File: config.mk
export PLATFORM = sky130hd
export DESIGN_NAME = bounded_sorted_set_table
export DESIGN_NICKNAME = d
export VERILOG_FILES = /design/src/rtl/bsst_pkg.sv /design/src/rtl/bsst_ctrl.sv /design/src/rtl/bsst_datapath.sv /design/src/rtl/bounded_sorted_set_table.sv
export SDC_FILE = /design/constraint.sdc
export NUM_CORES = 2
export LEC_CHECK = 0
export ABC_AREA = 1
export BUFFER_PORTS_ARGS = -buffer_cell sky130_fd_sc_hd__buf_2
export CORE_ASPECT_RATIO = 1.4
export CORE_MARGIN = 2
export CORE_UTILIZATION = 40
export CTS_BUF_LIST = sky130_fd_sc_hd__clkbuf_16
export DETAILED_ROUTE_END_ITERATION = 16
export SLEW_MARGIN = 30
export SYNTH_ARGS = -nofsm -noshare
export SYNTH_HDL_FRONTEND = slang
export SYNTH_SLANG_ARGS = --single-unit
export TNS_END_PERCENT = 10
File: constraint.sdc
create_clock -name clk_i -period 9.82 [get_ports clk_i]
set_input_delay 0 -clock clk_i [delete_from_list [all_inputs] [get_ports clk_i]]
set_output_delay 0 -clock clk_i [all_outputs]
set_load 0.005 [all_outputs]
File: src/rtl/bsst_pkg.sv
// ----------------------------------------------------------------------------
// bsst_pkg
// Shared types and constants for the bounded sorted set table.
// ----------------------------------------------------------------------------
package bsst_pkg;

  localparam int DEPTH = 16;
  localparam int CNT_W = $clog2(DEPTH + 1);
  localparam int IDX_W = (DEPTH > 1) ? $clog2(DEPTH) : 1;

  localparam int OP_W  = 2;
  localparam int VAL_W = 32;
  localparam int POS_W = 5;
  localparam int CAP_W = 5;
  localparam int ST_W  = 3;
  localparam int OCNT_W = 5;
  localparam int CMP_W = (CNT_W > POS_W) ? CNT_W : POS_W;

  localparam int IN_TDATA_W  = 40;
  localparam int OUT_TDATA_W = 48;

  localparam logic [CAP_W-1:0] CAP_RESET = CAP_W'(5);

  typedef enum logic [OP_W-1:0] {
    OP_INSERT   = 2'd0,
    OP_REMOVE   = 2'd1,
    OP_CONTAINS = 2'd2,
    OP_READ     = 2'd3
  } op_e;

  typedef enum logic [ST_W-1:0] {
    ST_OK     = 3'd0,
    ST_FULL   = 3'd1,
    ST_DUP    = 3'd2,
    ST_EMPTY  = 3'd3,
    ST_ABSENT = 3'd4,
    ST_RANGE  = 3'd5
  } status_e;

  typedef struct packed {
    logic load;   // capture request
    logic cmp;    // evaluate cell compares
    logic exec;   // update cells, load result
  } dp_cmd_t;

endpackage

File: src/rtl/bsst_ctrl.sv
// ----------------------------------------------------------------------------
// bsst_ctrl
// Request sequencer: accept, compare, execute; owns the result valid flag.
// ----------------------------------------------------------------------------
module bsst_ctrl (
  input  logic              clk_i,
  input  logic              rst_ni,
  input  logic              in_valid_i,
  output logic              in_ready_o,
  output logic              out_valid_o,
  input  logic              out_ready_i,
  output bsst_pkg::dp_cmd_t cmd_o
);

  typedef enum logic [2:0] {
    S_IDLE = 3'b001,
    S_CMP  = 3'b010,
    S_EXEC = 3'b100
  } state_e;

  state_e state_q, state_d;
  logic   out_valid_q, out_valid_d;
  logic   out_free;

  assign out_free    = !out_valid_q || out_ready_i;
  assign in_ready_o  = (state_q == S_IDLE);
  assign out_valid_o = out_valid_q;

  always_comb begin
    state_d     = state_q;
    out_valid_d = out_valid_q && !out_ready_i;
    cmd_o       = '0;
    unique case (state_q)
      S_IDLE: begin
        if (in_valid_i) begin
          cmd_o.load = 1'b1;
          state_d    = S_CMP;
        end
      end
      S_CMP: begin
        cmd_o.cmp = 1'b1;
        if (out_free) begin
          state_d = S_EXEC;
        end
      end
      S_EXEC: begin
        cmd_o.exec  = 1'b1;
        out_valid_d = 1'b1;
        state_d     = S_IDLE;
      end
      default: begin
        state_d = S_IDLE;
      end
    endcase
  end

  always_ff @(posedge clk_i or negedge rst_ni) begin
    if (!rst_ni) begin
      state_q     <= S_IDLE;
      out_valid_q <= 1'b0;
    end else begin
      state_q     <= state_d;
      out_valid_q <= out_valid_d;
    end
  end

  a_accept_to_cmp: assert property (@(posedge clk_i) disable iff (!rst_ni)
    in_valid_i && in_ready_o |=> state_q == S_CMP)
    else $error("accepted request did not enter compare");

  a_exec_slot_free: assert property (@(posedge clk_i) disable iff (!rst_ni)
    state_q == S_EXEC |-> !out_valid_q)
    else $error("result loaded over an untaken result");

  a_exec_gives_result: assert property (@(posedge clk_i) disable iff (!rst_ni)
    state_q == S_EXEC |=> out_valid_q && state_q == S_IDLE)
    else $error("execute did not present a result");

  a_no_accept_busy: assert property (@(posedge clk_i) disable iff (!rst_ni)
    state_q != S_IDLE |-> !in_ready_o)
    else $error("request accepted while busy");

endmodule

File: src/rtl/bsst_datapath.sv
// ----------------------------------------------------------------------------
// bsst_datapath
// Sorted cell array with per-cell compare, shift-insert, shift-remove,
// capacity register and result register.
// ----------------------------------------------------------------------------
module bsst_datapath (
  input  logic                           clk_i,
  input  logic                           rst_ni,
  input  bsst_pkg::dp_cmd_t              cmd_i,
  input  logic                           cfg_we_i,
  input  logic [bsst_pkg::CAP_W-1:0]     cfg_data_i,
  input  logic [bsst_pkg::OP_W-1:0]      op_i,
  input  logic [bsst_pkg::VAL_W-1:0]     value_i,
  input  logic [bsst_pkg::POS_W-1:0]     position_i,
  output logic [bsst_pkg::ST_W-1:0]      status_o,
  output logic                           found_o,
  output logic [bsst_pkg::VAL_W-1:0]     element_o,
  output logic [bsst_pkg::OCNT_W-1:0]    count_o
);

  localparam int D = bsst_pkg::DEPTH;

  logic [bsst_pkg::VAL_W-1:0] elem_q [D];
  logic [bsst_pkg::VAL_W-1:0] elem_d [D];
  logic [bsst_pkg::CNT_W-1:0] count_q, count_d;
  logic [bsst_pkg::CAP_W-1:0] cap_q;

  bsst_pkg::op_e              op_q;
  logic [bsst_pkg::VAL_W-1:0] val_q;
  logic [bsst_pkg::POS_W-1:0] pos_q;

  logic [D-1:0] eq_c, gt_c, tail_c, rm_c;
  logic [D-1:0] tail_q, rm_q;
  logic         hit_q;

  logic [bsst_pkg::ST_W-1:0]  st_d;
  logic                       found_d;
  logic [bsst_pkg::VAL_W-1:0] rd_d;
  logic                       full;
  logic                       do_ins, do_rm;
  logic                       pos_ok;
  logic [bsst_pkg::IDX_W-1:0] rd_idx;

  // compare stage
  always_comb begin
    for (int i = 0; i < D; i++) begin
      eq_c[i]   = (bsst_pkg::CNT_W'(i) < count_q) && (elem_q[i] == val_q);
      gt_c[i]   = (bsst_pkg::CNT_W'(i) < count_q) &&
                  ($signed(val_q) < $signed(elem_q[i]));
      tail_c[i] = gt_c[i] || (bsst_pkg::CNT_W'(i) >= count_q);
    end
    for (int i = 0; i < D; i++) begin
      rm_c[i] = 1'b0;
      for (int j = 0; j < D; j++) begin
        if (j <= i) rm_c[i] = rm_c[i] | eq_c[j];
      end
    end
  end

  // execute stage
  assign full   = ({1'b0, count_q} >= {1'b0, bsst_pkg::CNT_W'(D)}) ||
                  (bsst_pkg::CMP_W'(count_q) >= bsst_pkg::CMP_W'(cap_q));
  assign do_ins = (op_q == bsst_pkg::OP_INSERT) && !full && !hit_q;
  assign do_rm  = (op_q == bsst_pkg::OP_REMOVE) && hit_q;
  assign pos_ok = (pos_q != '0) &&
                  (bsst_pkg::CMP_W'(pos_q) <= bsst_pkg::CMP_W'(count_q));
  assign rd_idx = bsst_pkg::IDX_W'(pos_q - bsst_pkg::POS_W'(1));

  always_comb begin
    st_d    = bsst_pkg::ST_OK;
    found_d = 1'b0;
    rd_d    = '0;
    count_d = count_q;
    unique case (op_q)
      bsst_pkg::OP_INSERT: begin
        if (full)       st_d = bsst_pkg::ST_FULL;
        else if (hit_q) st_d = bsst_pkg::ST_DUP;
        else            count_d = count_q + bsst_pkg::CNT_W'(1);
      end
      bsst_pkg::OP_REMOVE: begin
        if (hit_q)               count_d = count_q - bsst_pkg::CNT_W'(1);
        else if (count_q == '0)  st_d = bsst_pkg::ST_EMPTY;
        else                     st_d = bsst_pkg::ST_ABSENT;
      end
      bsst_pkg::OP_CONTAINS: begin
        found_d = hit_q;
      end
      bsst_pkg::OP_READ: begin
        if (pos_ok) rd_d = elem_q[rd_idx];
        else        st_d = bsst_pkg::ST_RANGE;
      end
      default: begin
        st_d = bsst_pkg::ST_OK;
      end
    endcase
  end

  always_comb begin
    for (int i = 0; i < D; i++) begin
      elem_d[i] = elem_q[i];
      if (do_ins && tail_q[i]) begin
        if (i == 0) begin
          elem_d[i] = val_q;
        end else if (tail_q[i-1]) begin
          elem_d[i] = elem_q[i-1];
        end else begin
          elem_d[i] = val_q;
        end
      end else if (do_rm && rm_q[i] && (i < D - 1)) begin
        elem_d[i] = elem_q[i+1];
      end
    end
  end

  always_ff @(posedge clk_i or negedge rst_ni) begin
    if (!rst_ni) begin
      count_q <= '0;
      cap_q   <= bsst_pkg::CAP_RESET;
    end else begin
      if (cfg_we_i) cap_q <= cfg_data_i;
      if (cmd_i.exec) count_q <= count_d;
    end
  end

  always_ff @(posedge clk_i) begin
    if (cmd_i.load) begin
      op_q  <= bsst_pkg::op_e'(op_i);
      val_q <= value_i;
      pos_q <= position_i;
    end
    if (cmd_i.cmp) begin
      tail_q <= tail_c;
      rm_q   <= rm_c;
      hit_q  <= |eq_c;
    end
    if (cmd_i.exec) begin
      for (int i = 0; i < D; i++) elem_q[i] <= elem_d[i];
      status_o  <= st_d;
      found_o   <= found_d;
      element_o <= rd_d;
      count_o   <= bsst_pkg::OCNT_W'(count_d);
    end
  end

endmodule

File: src/rtl/bounded_sorted_set_table.sv
// ----------------------------------------------------------------------------
// bounded_sorted_set_table
// Sorted set of distinct signed 32-bit values with insert, remove, contains
// and read-by-rank requests, bounded by a writable capacity.
// ----------------------------------------------------------------------------
// Usage:
//   s_axis carries one request per transaction; m_axis returns exactly one
//   result per request, in order. cfg carries the capacity register and is
//   always ready; write it only while no request is in flight.
//   The accepting edge captures the request; the compare of every cell
//   against the value is then registered, and the execute step shifts the
//   cell array and loads the result register. A new request is accepted at
//   the edge after the result is loaded.
//   If the receiver stalls, one result waits in the output register and the
//   next request is still accepted and compared; it waits in compare until
//   the output register is taken.
//   Reset empties the set (count 0) and sets capacity to 5. The effective
//   limit is the smaller of capacity and the table depth of 16 cells.
// ----------------------------------------------------------------------------
module bounded_sorted_set_table (
  input  logic                                clk_i,
  input  logic                                rst_ni,
  // operation[1:0], value[33:2], position[38:34]
  input  logic [bsst_pkg::IN_TDATA_W-1:0]     s_axis_tdata,
  input  logic                                s_axis_tvalid,
  output logic                                s_axis_tready,
  // status[2:0], found[3], element[35:4], count[40:36]
  output logic [bsst_pkg::OUT_TDATA_W-1:0]    m_axis_tdata,
  output logic                                m_axis_tvalid,
  input  logic                                m_axis_tready,
  input  logic [bsst_pkg::CAP_W-1:0]          cfg_data_i,
  input  logic                                cfg_valid_i,
  output logic                                cfg_ready_o
);

  bsst_pkg::dp_cmd_t             cmd;
  logic [bsst_pkg::ST_W-1:0]     status;
  logic                          found;
  logic [bsst_pkg::VAL_W-1:0]    element;
  logic [bsst_pkg::OCNT_W-1:0]   count;

  assign cfg_ready_o = 1'b1;

  bsst_ctrl u_ctrl (
    .clk_i       (clk_i),
    .rst_ni      (rst_ni),
    .in_valid_i  (s_axis_tvalid),
    .in_ready_o  (s_axis_tready),
    .out_valid_o (m_axis_tvalid),
    .out_ready_i (m_axis_tready),
    .cmd_o       (cmd)
  );

  bsst_datapath u_dp (
    .clk_i      (clk_i),
    .rst_ni     (rst_ni),
    .cmd_i      (cmd),
    .cfg_we_i   (cfg_valid_i),
    .cfg_data_i (cfg_data_i),
    .op_i       (s_axis_tdata[1:0]),
    .value_i    (s_axis_tdata[33:2]),
    .position_i (s_axis_tdata[38:34]),
    .status_o   (status),
    .found_o    (found),
    .element_o  (element),
    .count_o    (count)
  );

  assign m_axis_tdata = {7'd0, count, element, found, status};

endmodule
==> metrics.md <==
| Metric | Value |
|---|---|
| Status | `finished, final reports clean` |
| Number of global-route vias before repair | `roughly 40k` |
| Ys flop type | `edfxtp_1` |
| Slowest cell delay on critical path | `between 700 and 800 ps` |
| Initial antenna violation count | `3` |
| Hold endpoint | `u_dp.val_q[27]` |
| Core Area | `roughly 0.12 mm^2` |
| Worst-margin pin slew | `1110 ps` |
| Layout cell share with drive strength beyond 1 | `0.0583` |
| Largest net degree at the start of global routing | `130` |
| Synth Instances | `slightly above 6k` |
| Vias | `between 40k and 50k` |
| GR Util All Layers | `0.242` |
| Yosys reg bits | `about 640` |
| Syn Area/Cell | `roughly 7.9 um^2` |
| Final setup viols | `0` |
| Min-delay worst type | `in -> reg` |
| Num ports | `101` |
| Initial drt markers | `4064` |
| WL/cell | `~20 um` |
| Arrival time worst endpoint | `approximately 5000 ps` |
| Footprint of the multi-input gates | `about 0.025 mm^2` |
| Placed Area | `around 0.05 mm^2` |
| Path type of the worst setup path | `reg -> reg` |
| CTS tree | `done` |
| Layout Cells excl Fill | `7652` |
| ANT cells | `0` |
| Fmax | `216 MHz` |
| Count leader, synth | `nand2_1` |
| CTS Buffer Depth | `3` |
| Post-CTS setup buffers | `0` |
| Max Cap Violations | `0` |
| R2R Path End | `u_dp.element_o[13]` |
| Antenna viol nets, final | `0` |
| IR drop worst, VDD | `roughly 0.19 mV` |
| Clock-pin slew on the worst setup and hold paths | `~60 ps` |
| Final Cycle Share | `0.471` |
| Vias per inst | `between 5 and 6` |
| Slew HR | `0.254` |
| WL final | `around 150000 um` |
| Post-DP HPWL | `between 100000 and 150000 um` |
| Clock sink count | `638` |
| Final nets | `approximately 6.6k` |
| Crit path time final | `around 4600 ps` |
| Htree depth | `3` |
| Finished Cell Area | `0.0528 mm^2` |
| Commonest cells post-synth | `1314 x nand2_1, 1259 x o21ai_0, 666 x inv_1` |
| # rows | `150` |
| Die Y | `approximately 410 um` |
| Initial Util | `0.402` |
| Post-synth EDFFs | `about 620` |
| Syn Std Cell Area | `roughly 0.048 mm^2` |
| Placed Cells incl. Taps | `7460` |
| Die area | `0.122 mm^2` |
| Util after Layout | `0.444` |
| Cell taking the most area after synthesis | `edfxtp_1` |
| Count of final hold-check violations | `0` |
| Critical Path Source Type | `flop` |
| YS warnings | `0` |
| Total gr overflow | `0` |
| PwrDens | `184 mW/mm^2` |
| Reg area | `around 0.019 mm^2` |
| R2R setup slack | `5200 ps` |
| Clk root buf | `clkbuf_16` |
| Setup_tns | `0 ps` |
| Fillers | `approximately 12k` |
| Fin. max-slew vios | `0` |
| First-pass GRT wire length | `between 200000 and 250000 um` |
| Layout area overhead | `10.5%` |
| Detailed-route DRC error count | `0` |
| Ranking of synthesized cells by area | `edfxtp_1 39%, ha_1 14%, o21ai_0 13%` |
| Crit path max fanout | `between 100 and 150` |
| DRT Pass-1 Iters | `6` |
| CP Cell Sequence | `inv_6 -> ha_4 -> xnor2_2 -> buf_4 -> inv_2 -> buf_4 -> nand3_1 -> nand3_1 -> a21oi_1` |
| Reg2reg start | `u_dp.pos_q[0]` |
| Hold depth | `2` |
| Die X | `between 200 and 300 um` |
| Worst reg2reg path depth | `9` |
| TritonCTS Buffers | `between 70 and 80` |
| Register area share after synthesis | `0.400` |
| Yosys top cell area share | `0.392` |
| Hold_sp | `s_axis_tdata[29]` |
| Final Wtd Congestion | `0.910` |
| CP max stage cell | `inv_6` |
| Worst skew pair latency | `around 670 ps` |
| Clock Skews | `~22 ps` |
| Share of flip-flops with an asynchronous set or reset | `0.0219` |
| Req. time, crit path | `10190 ps` |
| CP endpoint kind | `flop` |
| Netlist cell types | `55` |
| Lkg Pwr | `roughly 22 nW` |
| # port buffers | `~90` |
| RSZ-0062 raised after global routing | `false` |
-- worst max-delay path: cells and delay by family (launching register included) --
kind,cells,cell delay (ps)
XOR/XNOR,1,110
adder cells (fa/ha/maj),1,260
buffers and inverters,4,2480
AO/OA/AOI/OAI,1,520
flip-flops,1,630
AND/OR/NAND/NOR,2,210
-- kinds of logic (layout without fill, tap and decap cells) --
family                     count (synthesis)  count (layout)  synth area share
other                                      2               8          0.000157
xor gates and xnor gates                   6               6           0.00110
DFF                                      638             638             0.400
buffers and inverters                   1038            1053            0.0875
AOI/OAI and AO/OA                       1958            1958             0.210
muxes                                      1               1          0.000236
adders and majority gates                528             528             0.138
and+or+nand+nor                         1864            1864             0.163
-- per-stage QoR --
stage                     total power [mW]  hold WS (ps)  setup WS [ps]
after floorplan                       5.64          -296           4570
after CTS                             9.71          2.92           5260
after global routing                  10.3          36.5           5110
final                                 9.71          38.8           5200
after detailed placement              6.86         -77.4           5290
after global placement                6.78         -77.4           4830
-- metal layers --
layer  global-route usage  routed length [um]  vias to the layer above
li1                     -                   -                    20782
met1                0.293               60500                    19220
met2                0.436               75700                     1498
met3               0.0246                8560                      240
met4               0.0955                5500                        2
met5                    0                  13                        -
-- cell usage in the layout, fill, tap and decap left out, drive strengths merged, types with 34 or more instances in the layout --
| cell | synthesis | layout |
|---|---|---|
| nand4 | 57 | 57 |
| dlygate4sd3 | 0 | 59 |
| edfxtp | 624 | 624 |
| nand3 | 275 | 275 |
| nand2 | 1316 | 1316 |
| o21ai | 1301 | 1301 |
| nor2 | 164 | 164 |
| clkbuf | 242 | 77 |
| a21oi | 557 | 557 |
| ha | 528 | 528 |
| inv | 673 | 688 |
| clkinv | 2 | 34 |
| buf | 121 | 187 |
-- worst max-delay path by stage --
stage,from,end,slack [ps],cells after the start
finish,u_dp.pos_q[0],u_dp.element_o[13],5200,9
global route,u_dp.pos_q[0],u_dp.element_o[13],5110,9
CTS,u_dp.pos_q[0],u_dp.element_o[13],5260,9
detailed placement,u_dp.pos_q[0],u_dp.element_o[13],5290,9
global placement,u_dp.pos_q[0],u_dp.element_o[13],4830,9
floorplan,u_ctrl.state_q[1],u_dp.elem_q[0][0],4570,3
-- flip-flops by register name, indices dropped and copies added, names as in the netlist --
register            flops
u_dp.rm_q              15
u_dp.elem_q           512
u_ctrl.state_q          3
u_dp.found_o            1
u_dp.val_q             32
u_dp.count_o            5
u_dp.cap_q              5
u_ctrl.out_valid_o      1
u_dp.hit_q              1
u_dp.element_o         32
u_dp.tail_q            16
u_dp.pos_q              5
u_dp.op_q               2
u_dp.status_o           3
u_dp.count_q            5
-- final cells by class --
class / instances / share of cell area
inverter: 675 / 0.0482
sequential: 638 / 0.362
clock inverter: 55 / 0.00804
tap: 1596 / 0.0378
timing repair buffer: 246 / 0.0387
clock buffer: 77 / 0.0365
multi-input combinational: 4365 / 0.469
-- what timing repair did --
action	4_1_cts	5_1_grt
resized for setup	0	0
setup endpoints to repair	0	0
endpoints found under the hold margin	61	0
hold buffers	59	0
-- power breakdown --
group | total [mW] | switching, mW | internal (mW)
Sequential | 3.25 | 0.0766 | 3.17
Clock | 2.82 | 1.22 | 1.60
Combinational | 3.64 | 2.61 | 1.03
Total | 9.71 | 3.91 | 5.80
Power figures use the tool's default switching activity.
